**config.mk**
```make
export PLATFORM = sky130hd
export DESIGN_NAME = pgfs_ctrl
export DESIGN_NICKNAME = d
export VERILOG_FILES = /design/src/hw/rtl/pgfs_pkg.sv /design/src/hw/rtl/pgfs_ctrl.sv
export SDC_FILE = /design/constraint.sdc
export NUM_CORES = 1
export LEC_CHECK = 0
export BUFFER_PORTS_ARGS = -buffer_cell sky130_fd_sc_hd__buf_2
export CELL_PAD_IN_SITES_DETAIL_PLACEMENT = 0
export CELL_PAD_IN_SITES_GLOBAL_PLACEMENT = 2
export CORE_MARGIN = 2
export CORE_UTILIZATION = 31
export CTS_CLUSTER_DIAMETER = 120
export DETAILED_ROUTE_END_ITERATION = 8
export PLACE_DENSITY_LB_ADDON = 0.1
export SLEW_MARGIN = 20
export SYNTH_ARGS = -nofsm -noshare
export SYNTH_HDL_FRONTEND = slang
export SYNTH_SLANG_ARGS = --single-unit
```
**constraint.sdc**
```tcl
create_clock -name clk -period 4.3 [get_ports clk]
set_input_delay 0.215 -clock clk [delete_from_list [all_inputs] [get_ports clk]]
set_output_delay 0.215 -clock clk [all_outputs]
set_load 0.01 [all_outputs]
```
**src/hw/rtl/pgfs_pkg.sv**
```systemverilog
`timescale 1ns / 1ps
`default_nettype none
// ---------------------------------------------------------------------------
// pgfs_pkg
// Shared constants, types and arithmetic helpers of the particle group
// force step block.
// ---------------------------------------------------------------------------
package pgfs_pkg;

  // sizing
  localparam int GROUP_COUNT   = 3;
  localparam int MAX_PER_GROUP = 256;
  localparam int STORE_DEPTH   = GROUP_COUNT * MAX_PER_GROUP;
  localparam int ADDR_W        = $clog2(STORE_DEPTH);
  localparam int IDX_W         = $clog2(MAX_PER_GROUP);
  localparam int CNT_W         = $clog2(MAX_PER_GROUP + 1);
  localparam int GCNT_W        = $clog2(GROUP_COUNT + 1);

  // fixed field widths
  localparam int COORD_W  = 16;
  localparam int ACT_W    = 9;
  localparam int DSQ_W    = 32;
  localparam int ROOT_W   = 16;
  localparam int QUO_W    = 17;
  localparam int NUM_W    = 33;
  // sum of up to MAX_PER_GROUP quotients of at most 2^15 each
  localparam int SUM_W    = $clog2(MAX_PER_GROUP) + QUO_W;
  localparam int VSUM_W   = SUM_W + 1;

  // configuration reset values
  localparam logic [15:0] ARENA_W_RST = 16'd64000;
  localparam logic [15:0] ARENA_H_RST = 16'd64000;
  localparam logic [15:0] CUTOFF_RST  = 16'd5120;
  localparam logic [8:0]  ACTIVE_RST  = 9'd200;

  // request and acknowledge codes
  typedef enum logic [1:0] {
    REQ_WRITE = 2'd0,
    REQ_READ  = 2'd1,
    REQ_RUN   = 2'd2,
    REQ_OTHER = 2'd3
  } req_t;

  // configuration register indexes
  typedef enum logic [1:0] {
    CFG_ARENA_WIDTH  = 2'd0,
    CFG_ARENA_HEIGHT = 2'd1,
    CFG_CUTOFF       = 2'd2,
    CFG_ACTIVE_COUNT = 2'd3
  } cfg_idx_t;

  // memory address sources
  typedef enum logic [1:0] {
    SEL_REQ   = 2'd0,
    SEL_A     = 2'd1,
    SEL_B     = 2'd2,
    SEL_WALL  = 2'd3
  } addr_sel_t;

  // memory write sources
  typedef enum logic [1:0] {
    WR_REQ   = 2'd0,
    WR_MOVE  = 2'd1,
    WR_WALL  = 2'd2,
    WR_CLEAR = 2'd3
  } wr_sel_t;

  // controller to datapath
  typedef struct packed {
    logic      latch;
    logic      rd_en;
    addr_sel_t rd_sel;
    logic      pos_we;
    logic      vel_we;
    wr_sel_t   wr_sel;
    logic      capture;
    logic      a_latch;
    logic      i_clr;
    logic      i_inc;
    logic      j_inc;
    logic      g_clr;
    logic      g_inc;
    logic      diff;
    logic      mult;
    logic      dsum;
    logic      sqrt_start;
    logic      div_start;
    logic      acc;
    logic      vel_calc;
    logic      clr_inc;
  } pgfs_cmd_t;

  // datapath to controller
  typedef struct packed {
    req_t req;
    logic addr_ok;
    logic groups_ok;
    logic i_end;
    logic j_end;
    logic g_end;
    logic clr_last;
    logic in_range;
    logic sqrt_done;
    logic div_done;
  } pgfs_stat_t;

  // flat store address of a particle
  function automatic logic [ADDR_W-1:0] addr_of(input logic [3:0] grp,
                                                input logic [IDX_W-1:0] idx);
    return ADDR_W'(grp) * ADDR_W'(MAX_PER_GROUP) + ADDR_W'(idx);
  endfunction

  // clamp to signed 16 bit
  function automatic logic [15:0] sat16(input logic signed [17:0] v);
    logic [15:0] r;
    if (v > 18'sd32767) r = 16'h7fff;
    else if (v < -18'sd32768) r = 16'h8000;
    else r = v[15:0];
    return r;
  endfunction

  // clamp to unsigned 16 bit
  function automatic logic [15:0] satpos(input logic signed [17:0] v);
    logic [15:0] r;
    if (v < 18'sd0) r = 16'h0000;
    else if (v > 18'sd65535) r = 16'hffff;
    else r = v[15:0];
    return r;
  endfunction

  // negate with saturation
  function automatic logic [15:0] negsat(input logic [15:0] v);
    return (v == 16'h8000) ? 16'h7fff : 16'(-v);
  endfunction

  // wall reflection of one axis, returns {position, velocity}
  function automatic logic [31:0] wall_axis(input logic [15:0] p,
                                            input logic [15:0] v,
                                            input logic [15:0] wall);
    logic [15:0] pn;
    logic [15:0] vn;
    pn = p;
    vn = v;
    if (p == 16'd0) begin
      vn = negsat(vn);
      pn = 16'd0;
    end
    if (p >= wall) begin
      vn = negsat(vn);
      pn = wall;
    end
    return {pn, vn};
  endfunction

endpackage
`default_nettype wire

```
**src/hw/rtl/pgfs_ctrl.sv**
```systemverilog
`timescale 1ns / 1ps
`default_nettype none
// ---------------------------------------------------------------------------
// pgfs_ctrl
// Controller: velocity clear after reset, request dispatch, force pass over
// particle pairs, wall pass, result strobe.
// ---------------------------------------------------------------------------
module pgfs_ctrl (
  input  wire logic                 clk,
  input  wire logic                 rst_n,
  input  wire logic                 start,
  input  wire pgfs_pkg::pgfs_stat_t stat,
  output pgfs_pkg::pgfs_cmd_t       cmd,
  output logic                      busy,
  output logic                      out_valid
);

  typedef enum logic [17:0] {
    S_CLEAR    = 18'h00001,
    S_IDLE     = 18'h00002,
    S_DISPATCH = 18'h00004,
    S_RD_WAIT  = 18'h00008,
    S_DONE     = 18'h00010,
    S_A_CHECK  = 18'h00020,
    S_A_LATCH  = 18'h00040,
    S_B_CHECK  = 18'h00080,
    S_B_WAIT   = 18'h00100,
    S_MUL      = 18'h00200,
    S_SUM      = 18'h00400,
    S_TEST     = 18'h00800,
    S_SQRT     = 18'h01000,
    S_DIV      = 18'h02000,
    S_VEL      = 18'h04000,
    S_MOVE     = 18'h08000,
    S_W_CHECK  = 18'h10000,
    S_W_WAIT   = 18'h20000
  } state_t;

  state_t state_r, state_nxt;

  always_ff @(posedge clk) begin
    if (!rst_n) state_r <= S_CLEAR;
    else        state_r <= state_nxt;
  end

  // next state and commands
  always_comb begin
    state_nxt = state_r;
    cmd       = '0;
    case (state_r)
      S_CLEAR: begin
        cmd.vel_we  = 1'b1;
        cmd.wr_sel  = pgfs_pkg::WR_CLEAR;
        cmd.clr_inc = 1'b1;
        if (stat.clr_last) state_nxt = S_IDLE;
      end
      S_IDLE: begin
        if (start) begin
          cmd.latch = 1'b1;
          state_nxt = S_DISPATCH;
        end
      end
      S_DISPATCH: begin
        case (stat.req)
          pgfs_pkg::REQ_WRITE: begin
            cmd.pos_we = stat.addr_ok;
            cmd.vel_we = stat.addr_ok;
            cmd.wr_sel = pgfs_pkg::WR_REQ;
            state_nxt  = S_DONE;
          end
          pgfs_pkg::REQ_READ: begin
            cmd.rd_en  = stat.addr_ok;
            cmd.rd_sel = pgfs_pkg::SEL_REQ;
            state_nxt  = S_RD_WAIT;
          end
          pgfs_pkg::REQ_RUN: begin
            cmd.i_clr = 1'b1;
            state_nxt = stat.groups_ok ? S_A_CHECK : S_DONE;
          end
          default: state_nxt = S_DONE;
        endcase
      end
      S_RD_WAIT: begin
        cmd.capture = stat.addr_ok;
        state_nxt   = S_DONE;
      end
      S_DONE: state_nxt = S_IDLE;
      // force pass, particle a
      S_A_CHECK: begin
        if (stat.i_end) begin
          cmd.i_clr = 1'b1;
          cmd.g_clr = 1'b1;
          state_nxt = S_W_CHECK;
        end else begin
          cmd.rd_en  = 1'b1;
          cmd.rd_sel = pgfs_pkg::SEL_A;
          state_nxt  = S_A_LATCH;
        end
      end
      S_A_LATCH: begin
        cmd.a_latch = 1'b1;
        state_nxt   = S_B_CHECK;
      end
      // particle b of the source group
      S_B_CHECK: begin
        if (stat.j_end) begin
          state_nxt = S_VEL;
        end else begin
          cmd.rd_en  = 1'b1;
          cmd.rd_sel = pgfs_pkg::SEL_B;
          state_nxt  = S_B_WAIT;
        end
      end
      S_B_WAIT: begin
        cmd.diff  = 1'b1;
        state_nxt = S_MUL;
      end
      S_MUL: begin
        cmd.mult  = 1'b1;
        state_nxt = S_SUM;
      end
      S_SUM: begin
        cmd.dsum  = 1'b1;
        state_nxt = S_TEST;
      end
      S_TEST: begin
        if (stat.in_range) begin
          cmd.sqrt_start = 1'b1;
          state_nxt      = S_SQRT;
        end else begin
          cmd.j_inc = 1'b1;
          state_nxt = S_B_CHECK;
        end
      end
      S_SQRT: begin
        if (stat.sqrt_done) begin
          cmd.div_start = 1'b1;
          state_nxt     = S_DIV;
        end
      end
      S_DIV: begin
        if (stat.div_done) begin
          cmd.acc   = 1'b1;
          cmd.j_inc = 1'b1;
          state_nxt = S_B_CHECK;
        end
      end
      // update of particle a
      S_VEL: begin
        cmd.vel_calc = 1'b1;
        state_nxt    = S_MOVE;
      end
      S_MOVE: begin
        cmd.pos_we = 1'b1;
        cmd.vel_we = 1'b1;
        cmd.wr_sel = pgfs_pkg::WR_MOVE;
        cmd.i_inc  = 1'b1;
        state_nxt  = S_A_CHECK;
      end
      // wall pass over every group
      S_W_CHECK: begin
        if (stat.g_end) begin
          state_nxt = S_DONE;
        end else if (stat.i_end) begin
          cmd.i_clr = 1'b1;
          cmd.g_inc = 1'b1;
        end else begin
          cmd.rd_en  = 1'b1;
          cmd.rd_sel = pgfs_pkg::SEL_WALL;
          state_nxt  = S_W_WAIT;
        end
      end
      S_W_WAIT: begin
        cmd.pos_we = 1'b1;
        cmd.vel_we = 1'b1;
        cmd.wr_sel = pgfs_pkg::WR_WALL;
        cmd.i_inc  = 1'b1;
        state_nxt  = S_W_CHECK;
      end
      default: state_nxt = S_IDLE;
    endcase
  end

  assign busy      = (state_r != S_IDLE);
  assign out_valid = (state_r == S_DONE);

endmodule
`default_nettype wire

```
==> results.cfg, run 1 <==
[outcome]
status = finished, final reports clean

[cells_and_area]
reg_top3 = state_r (18)
antenna_cells = 0
drive_above_1_share_pct = 28.4
nNetsFinal = 214
fin_util_pct = 38.6
regMostFlops = state_r
areaGrowthSynthToFinish_pct = 20.1
design_area_um2 = 1550
largest_register_ffs = 18
num-fill-cells = 439

[drt]
drt_iter0_markers = 45
drt-pass1-iter-count = 5
antenna_left = 0
vias = 1292
viasPerCell = 5.30
wl_per_cell_um = 15.0
wl_mm = 3.67
drcViolationCount = 0

[floorplanning]
core_um2 = 4000
initial_core_util_pct = 32.2
die_h_um = 68.4
die_width_um = 68.4
die_area_um2 = 4680
rows = 23
ios = 39

[hold_path]
hold_path.class = in2reg
min_from = stat[5]
holdPathStages = 2
holdPathEnd = state_r[8]

[sta]
slew_headroom_pct = 49.0
worstMarginPinSlew_ns = 0.759
finalHoldViolations = 0
min_period_over_period_pct = 66.1
rsz0062_at_grt = no
fin_crit_ns = 2.84
fmax_ghz = 0.352
slew_viol_final = 0
setup_slack_ns = 1.46
tns_ns = 0
skew_ns = 0.000510
setup_viol = 0

[critical_path]
crit_path_max_fanout = 13
critical_path_arrival_ns = 2.63
reg2reg_depth = 5
r2r_setup_slack_ns = 1.88
regToRegStartpoint = state_r[4]
cp-start-kind = flop
required_ns = 4.09
worstSetupEndpointType = output pin
crit_type = reg2out
rr_endpoint = state_r[1]
critPathLaunch = state_r[4]

[synth]
yosys_warnings = 0
synth_top_area_share_pct = 28.0
synth-async-reset-ratio_pct = 0
yosysMostFrequentCell = dfxtp_1
synth-seq-area-share_pct = 28.0
synth_area_per_cell_um2 = 8.14
synthCells = 158
ys_ff_latch = 18
synth_nets = 176
syn_area_um2 = 1290
yosys-top-cells-area = dfxtp_1 28%, nand2b_1 5.4%, nor4_4 5.0%
ys_types = 49
yosysTopAreaCell = dfxtp_1
synth_edf_count = 0
synth_flop_cell = dfxtp_1
yosys-top-cells-count = 18 x dfxtp_1, 16 x nor2_1, 14 x nand2_1

[clock_network]
h-tree-depth = 1
cts_setup_buffers = 0
clkTransAtPathRegs_ns = 0.07
cts_buffers = 3
clk_latency_ns = 0.25
ctsHoldBuffers = 0
cts_tree = done
cts_max_path_buffers = 2
root_buffer = clkbuf_8
cts_resized = 0
cts_sinks = 18

[power]
p_clk_share_pct = 32.3
irDropWorstVdd_mv = 0.0827
power_w = 0.000364
p_per_area_nw_per_um2 = 236
leakage_nw = 0.741
swShare_pct = 28.7
seq_power_share_pct = 48.2
internal_power_w = 0.000260
switchingPower_w = 0.000104
p_comb_share_pct = 19.6

[placement]
dpl-instance-area_um2 = 1500
post-place-ws_ns = 1.78
gp_congestion = 0.793
portBuffers = 38
place_hpwl_mm = 2.91

[global_route]
grt.met2_usage_pct = 28.1
grt_pass1_vias = 1208
grt_pass1_wl_mm = 5.89
globalRouteTotalUtil_pct = 17.1
use_met1_pct = 22.8
grt_max_degree = 14
grt-busiest-layer = met2
gr-total-overflow = 0
antenna_found_initial = 0
met3_usage_pct = 2.47

[flow_run]
max-cap-violations = 0
## through the flow
| stage | instances | hold slack, ns |
|---|---|---|
| after global placement | 241 | 0.439 |
| final | 244 | 0.172 |
| after floorplan | 158 | 0.294 |
| after CTS | 244 | 0.165 |
| after detailed placement | 241 | 0.432 |
| after global routing | 244 | 0.152 |
## how the worst max path moves through the flow
stage	end	slack, ns	depth (start not counted)
global route	cmd[7]	1.27	5
finish	cmd[7]	1.46	5
floorplan	cmd[21]	2.09	6
global placement	cmd[7]	1.76	5
detailed placement	cmd[7]	1.78	5
CTS	cmd[7]	1.48	5
## critical path, cell delays in order, from the launching register on
cell and delay (ns):
dfxtp_1 0.35, nor4_2 0.51, nand3_1 0.46, or4b_1 0.69
nor3b_1 0.21, buf_2 0.16
## cells by family after synthesis
group | after synthesis | synth area share (%)
simple gates | 95 | 48.2
compound gates | 22 | 11.9
flops | 18 | 28.0
buf+inv | 16 | 5.93
fa+ha+maj | 4 | 3.89
xor+xnor | 2 | 1.36
mux | 1 | 0.778
## cell usage in the layout, fill, tap and decap left out, types with 2 or more instances in the layout
cell and instances:
buf_2 38, dfxtp_1 18, nor2_1 16, nand2_1 14, nand2b_1 11, inv_1 11
a21oi_1 9, nor3_1 7, nor4_1 5, nand4_1 5, nor2b_1 5, nand4b_1 4
ha_1 4, nor4_4 3, or4_1 3, clkbuf_8 3, nand3_1 2, nor3b_1 2
or2_2 2, and3_1 2, o21ai_1 2, o21ai_0 2
## layout make-up
type	instances	area, um^2	area share [%]
well taps	50	62.6	4.05
clock buffers	3	41.3	2.67
multi-input cells	124	850	55.0
inverters	11	41.3	2.67
flip-flops and latches	18	360	23.3
repair buffers	38	190	12.3
## power by group through the flow
stage / combinational, W / sequential, W / clock [W]
final: 0.0000712 / 0.000175 / 0.000117
after global routing: 0.0000793 / 0.000176 / 0.000132
after CTS: 0.0000719 / 0.000175 / 0.000120
after detailed placement: 0.0000714 / 0.000179 / 0
after global placement: 0.0000721 / 0.000179 / 0
after floorplan: 0.0000461 / 0.000177 / 0
## per-layer routing
layer / up-vias / share of wire [%]
li1: 647 / -
met2: 30 / 50
met1: 613 / 47
met5: - / 0
met3: 2 / 3.1
met4: 0 / 0.46
No activity file was read; power rests on OpenSTA's default activity.
==> run 2, diff against run 1 <==
- ABC_AREA: unset -> 1
- CORE_UTILIZATION: 31 -> 28
- clock period: 4.3 -> 2.9 ns (I/O delays scaled with it)
==> results.cfg, run 2 <==
[critical_path]
worstSetupEndpointType = output pin
crit_type = reg2out
crit_path_max_fanout = 14
reg2reg_depth = 11
r2r_setup_slack_ns = 0.86
critical_path_arrival_ns = 2.17
regToRegStartpoint = state_r[16]
required_ns = 2.76
cp-start-kind = flop
rr_endpoint = state_r[2]

[placement]
dpl-instance-area_um2 = 2010
dp_cells = 398
gp_congestion = 0.761
place_hpwl_mm = 4.50
portBuffers = 38

[hold_path]
min_from = stat[5]
holdPathStages = 2
hold_path.class = in2reg
holdPathEnd = state_r[14]

[clock_network]
cts_setup_buffers = 0
cts_max_path_buffers = 2
root_buffer = clkbuf_8
cts_tree = done
h-tree-depth = 1
clk_latency_ns = 0.25
cts_resized = 0
cts_buffers = 3
cts_sinks = 18
ctsHoldBuffers = 0
clkTransAtPathRegs_ns = 0.07

[synth]
yosys-top-cells-area = dfxtp_1 21%, nand2_1 14%, inv_1 12%
ys_types = 30
yosysMostFrequentCell = nand2_1
yosysTopAreaCell = dfxtp_1
yosys_warnings = 0
synthCells = 287
yosys-top-cells-count = 66 x nand2_1, 57 x inv_1, 46 x nor2_1
synth-async-reset-ratio_pct = 0
synth_top_area_share_pct = 20.6
syn_area_um2 = 1750
synth-seq-area-share_pct = 20.6
ys_ff_latch = 18
synth_area_per_cell_um2 = 6.08
synth_flop_cell = dfxtp_1
synth_nets = 305
synth_edf_count = 0

[drt]
viasPerCell = 4.62
drt-pass1-iter-count = 4
antenna_left = 0
wl_mm = 5.48
drt_iter0_markers = 99
wl_per_cell_um = 13.7
vias = 1852
drcViolationCount = 0

[global_route]
grt_pass1_wl_mm = 9.16
antenna_found_initial = 0
gr-total-overflow = 0
globalRouteTotalUtil_pct = 16.5
grt_pass1_vias = 1827
grt_max_degree = 16

[power]
p_comb_share_pct = 47.8
p_per_area_nw_per_um2 = 425
internal_power_w = 0.000484
switchingPower_w = 0.000388
swShare_pct = 44.5
irDropWorstVdd_mv = 0.194
leakage_nw = 1.23
p_clk_share_pct = 20.8
seq_power_share_pct = 31.5

[cells_and_area]
largest_register_ffs = 18
num-fill-cells = 723
reg_top3 = state_r (18)
layout_common_cells = 66 x nand2_1, 57 x inv_1, 46 x nor2_1
areaGrowthSynthToFinish_pct = 17.7
fin_util_pct = 34.5
regMostFlops = state_r
layout_commonest_cell = nand2_1
design_area_um2 = 2050
stdcell_count = 401
drive_above_1_share_pct = 23.9
nNetsFinal = 346
antenna_cells = 0

[floorplanning]
die_h_um = 83.0
ios = 39
die_area_um2 = 6880
die_width_um = 83.0
rows = 28
core_um2 = 5960
initial_core_util_pct = 29.3

[sta]
tns_ns = 0
setup_viol = 0
slew_headroom_pct = 70.9
worstMarginPinSlew_ns = 0.436
hold_slack_ns = 0.191
fmax_ghz = 0.433
min_period_over_period_pct = 79.7
slew_viol_final = 0
finalHoldViolations = 0
rsz0062_at_grt = no
skew_ns = 0.00263
fin_crit_ns = 2.31

[outcome]
status = finished, final reports clean

[flow_run]
max-cap-violations = 0
## run 2: routing by layer
| layer | track usage, % | up-vias | part of all wire, % |
|---|---|---|---|
| li1 | - | 973 | - |
| met1 | 22.8 | 827 | 50 |
| met2 | 26.7 | 46 | 44 |
| met3 | 2.98 | 6 | 5.3 |
| met4 | 3.43 | 0 | 1.1 |
| met5 | 0 | - | 0 |
## run 2: power groups by stage
stage,Combinational (W),Clock (W),Sequential (W)
after detailed placement,0.000420,0,0.000280
after floorplan,0.000313,0,0.000277
after CTS,0.000422,0.000191,0.000274
final,0.000417,0.000181,0.000274
after global routing,0.000474,0.000197,0.000277
after global placement,0.000427,0,0.000280
## run 2: final cells by class
type / instances / area, um^2 / area share, %
tap: 75 / 93.8 / 4.57
sequential: 18 / 360 / 17.5
inverter: 60 / 233 / 11.3
clock buffer: 3 / 41.3 / 2.01
timing repair buffer: 39 / 198 / 9.62
multi-input combinational: 206 / 1130 / 54.9
## run 2: cell families after synthesis
group,after synthesis,synth area share [%]
AO/OA/AOI/OAI,9,3.51
flip-flops,18,20.6
adder cells (fa/ha/maj),4,2.87
AND/OR/NAND/NOR,193,58.3
buffers and inverters,63,14.7
## run 2: how the worst max path moves through the flow
stage,from,endpoint,cells past startpoint
final,state_r[14],cmd[12],8
after global routing,state_r[14],cmd[12],8
after CTS,state_r[14],cmd[12],8
after detailed placement,state_r[14],cmd[12],8
after global placement,state_r[14],cmd[12],8
after floorplan,state_r[0],state_r[15],7
## run 2: through the flow
| stage | setup WS, ns | total power (W) |
|---|---|---|
| floorplan | 1.38 | 0.000590 |
| global placement | 0.838 | 0.000707 |
| detailed placement | 0.861 | 0.000700 |
| CTS | 0.567 | 0.000888 |
| global route | 0.374 | 0.000948 |
| finish | 0.588 | 0.000872 |
## run 2: critical path: stages, from the launching register on
cell	delay (ns)
dfxtp_1	0.36
nor2_2	0.22
nand2_4	0.15
nor2_8	0.26
nand2_1	0.11
nor3_1	0.34
nand2_1	0.17
o211ai_1	0.14
buf_2	0.16
==> run 3, diff against run 2 <==
- clock period: 2.9 -> 2.16 ns (I/O delays scaled with it)
==> results.cfg, run 3 (synthesized netlist as in run 2, its figures left out) <==
[cells_and_area]
regMostFlops = state_r
largest_register_ffs = 18
seq_area_um2 = 360
num-fill-cells = 671
layout_common_cells = 66 x nand2_1, 57 x inv_1, 42 x nor2_1
multi_input_area_um2 = 1170
antenna_cells = 0
nNetsFinal = 355
layout_commonest_cell = nand2_1
areaGrowthSynthToFinish_pct = 23.3
reg_top3 = state_r (18)
stdcell_count = 410
drive_above_1_share_pct = 27.5

[placement]
portBuffers = 38
dp_cells = 400
gp_congestion = 0.811
place_hpwl_mm = 4.55

[drt]
drcViolationCount = 0
drt-pass1-iter-count = 4
wl_mm = 5.54
antenna_left = 0
wl_per_cell_um = 13.5
drt_iter0_markers = 76
viasPerCell = 4.51
topRoutingLayerUsed = met4
wl_met3_um = 330
wl_met2_mm = 2.42
met1_length_mm = 2.75
vias = 1851

[clock_network]
cts_buffers = 3
h-tree-depth = 1
clk_latency_ns = 0.26
clkTransAtPathRegs_ns = 0.08
cts_tree = done
root_buffer = clkbuf_8
cts_max_path_buffers = 2
ctsHoldBuffers = 0
cts_sinks = 18

[power]
switchingPower_w = 0.000544
swShare_pct = 43.4
p_per_area_nw_per_um2 = 583
irDropWorstVdd_mv = 0.353
p_comb_share_pct = 50.6
seq_power_share_pct = 29.6
p_clk_share_pct = 19.8
internal_power_w = 0.000710
leakage_nw = 1.27

[critical_path]
r2r_setup_slack_ns = 0.38
crit_path_max_incr_delay_ns = 0.36
crit_path_end = cmd[17]
crit_type = reg2out
worstSetupEndpointType = output pin
cp-start-kind = flop
reg2reg_depth = 11
critical_path_arrival_ns = 1.91
rr_endpoint = state_r[5]
crit_path_max_fanout = 6
cpMostUsedCell = nand2_1
crit_chain = nor2_2 > nand2_4 > inv_1 > nand2_1 > nor2_1 > nand2_1 > and2_1 > nand3_1 > buf_2
regToRegStartpoint = state_r[14]
critPathLaunch = state_r[2]
required_ns = 2.05
cp_slowest_cell = dfxtp_1

[global_route]
globalRouteTotalUtil_pct = 15.5
grt_pass1_wl_mm = 8.52
gr-total-overflow = 0
grt_pass1_vias = 1646
antenna_found_initial = 0
grt_max_degree = 15

[floorplanning]
initial_core_util_pct = 29.3
core_um2 = 5960
die_h_um = 83.0
rows = 28
ios = 39
die_width_um = 83.0
die_area_um2 = 6880

[sta]
rsz0062_at_grt = no
slew_viol_final = 0
setup_viol = 0
slew_headroom_pct = 70.2
finalHoldViolations = 0
min_period_over_period_pct = 93.6
worstMarginPinSlew_ns = 0.442
tns_ns = 0
skew_ns = 0.00307
fin_crit_ns = 2.02
fmax_ghz = 0.495

[flow_run]
max-cap-violations = 0

[hold_path]
hold_path.class = in2reg

[outcome]
status = finished, final reports clean
-- run 3: per-stage QoR --
| step | util [%] | power, W | area [um^2] | setup WS (ns) | hold slack, ns |
|---|---|---|---|---|---|
| finish | 36.1 | 0.00125 | 2150 | 0.139 | 0.133 |
| detailed placement | 34.1 | 0.000937 | 2030 | 0.194 | 0.395 |
| floorplan | - | 0.000793 | 1750 | 0.636 | 0.228 |
| global placement | 34.1 | 0.000947 | 2030 | 0.147 | 0.404 |
| global route | 36.1 | 0.00134 | 2150 | 0.00206 | 0.130 |
| CTS | 34.8 | 0.00119 | 2070 | 0.0182 | 0.119 |
-- run 3: power groups by stage --
stage                     sequential [W]  clock, W  combinational (W)
after detailed placement        0.000375         0           0.000562
after global routing            0.000374  0.000271           0.000699
after global placement          0.000375         0           0.000572
final                           0.000371  0.000248           0.000635
after floorplan                 0.000372         0           0.000421
after CTS                       0.000367  0.000259           0.000565
-- run 3: layout make-up --
cell class	instances	share of cell area, %
inverter	60	10.8
sequential	18	16.7
clock buffer	3	1.92
timing repair buffer	47	12.0
multi-input combinational	207	54.2
tap	75	4.36
-- run 3: worst max-delay path: cells and delay by family, from the launching register on --
family                 cells  cell delay [ns]
DFF                        1             0.36
buffers and inverters      2             0.30
and+or+nand+nor            7             0.99
-- run 3: worst min path at each step --
stage                        from     endpoint  slack [ns]  depth (start not counted)
final                     stat[5]  state_r[14]        0.13                          2
after CTS                 stat[5]  state_r[14]        0.12                          2
after floorplan             rst_n  state_r[13]        0.23                          2
after global placement    stat[5]  state_r[14]        0.40                          2
after global routing      stat[5]  state_r[14]        0.13                          2
after detailed placement  stat[5]  state_r[14]        0.39                          2
-- run 3: per-layer routing --
layer  global-route usage, %  vias up
li1                        -      995
met1                    22.5      802
met2                    24.0       52
met3                    3.08        2
met4                    2.68        0
met5                       0        -
-- run 3: repair_timing --
item                                    4_1_cts  5_1_grt
gates resized for setup                       1        6
endpoints found under the setup margin        4       10
pin swaps                                     0        2
cloned                                        0        1
hold endpoints to repair                      0        0
buffers inserted                              0        6
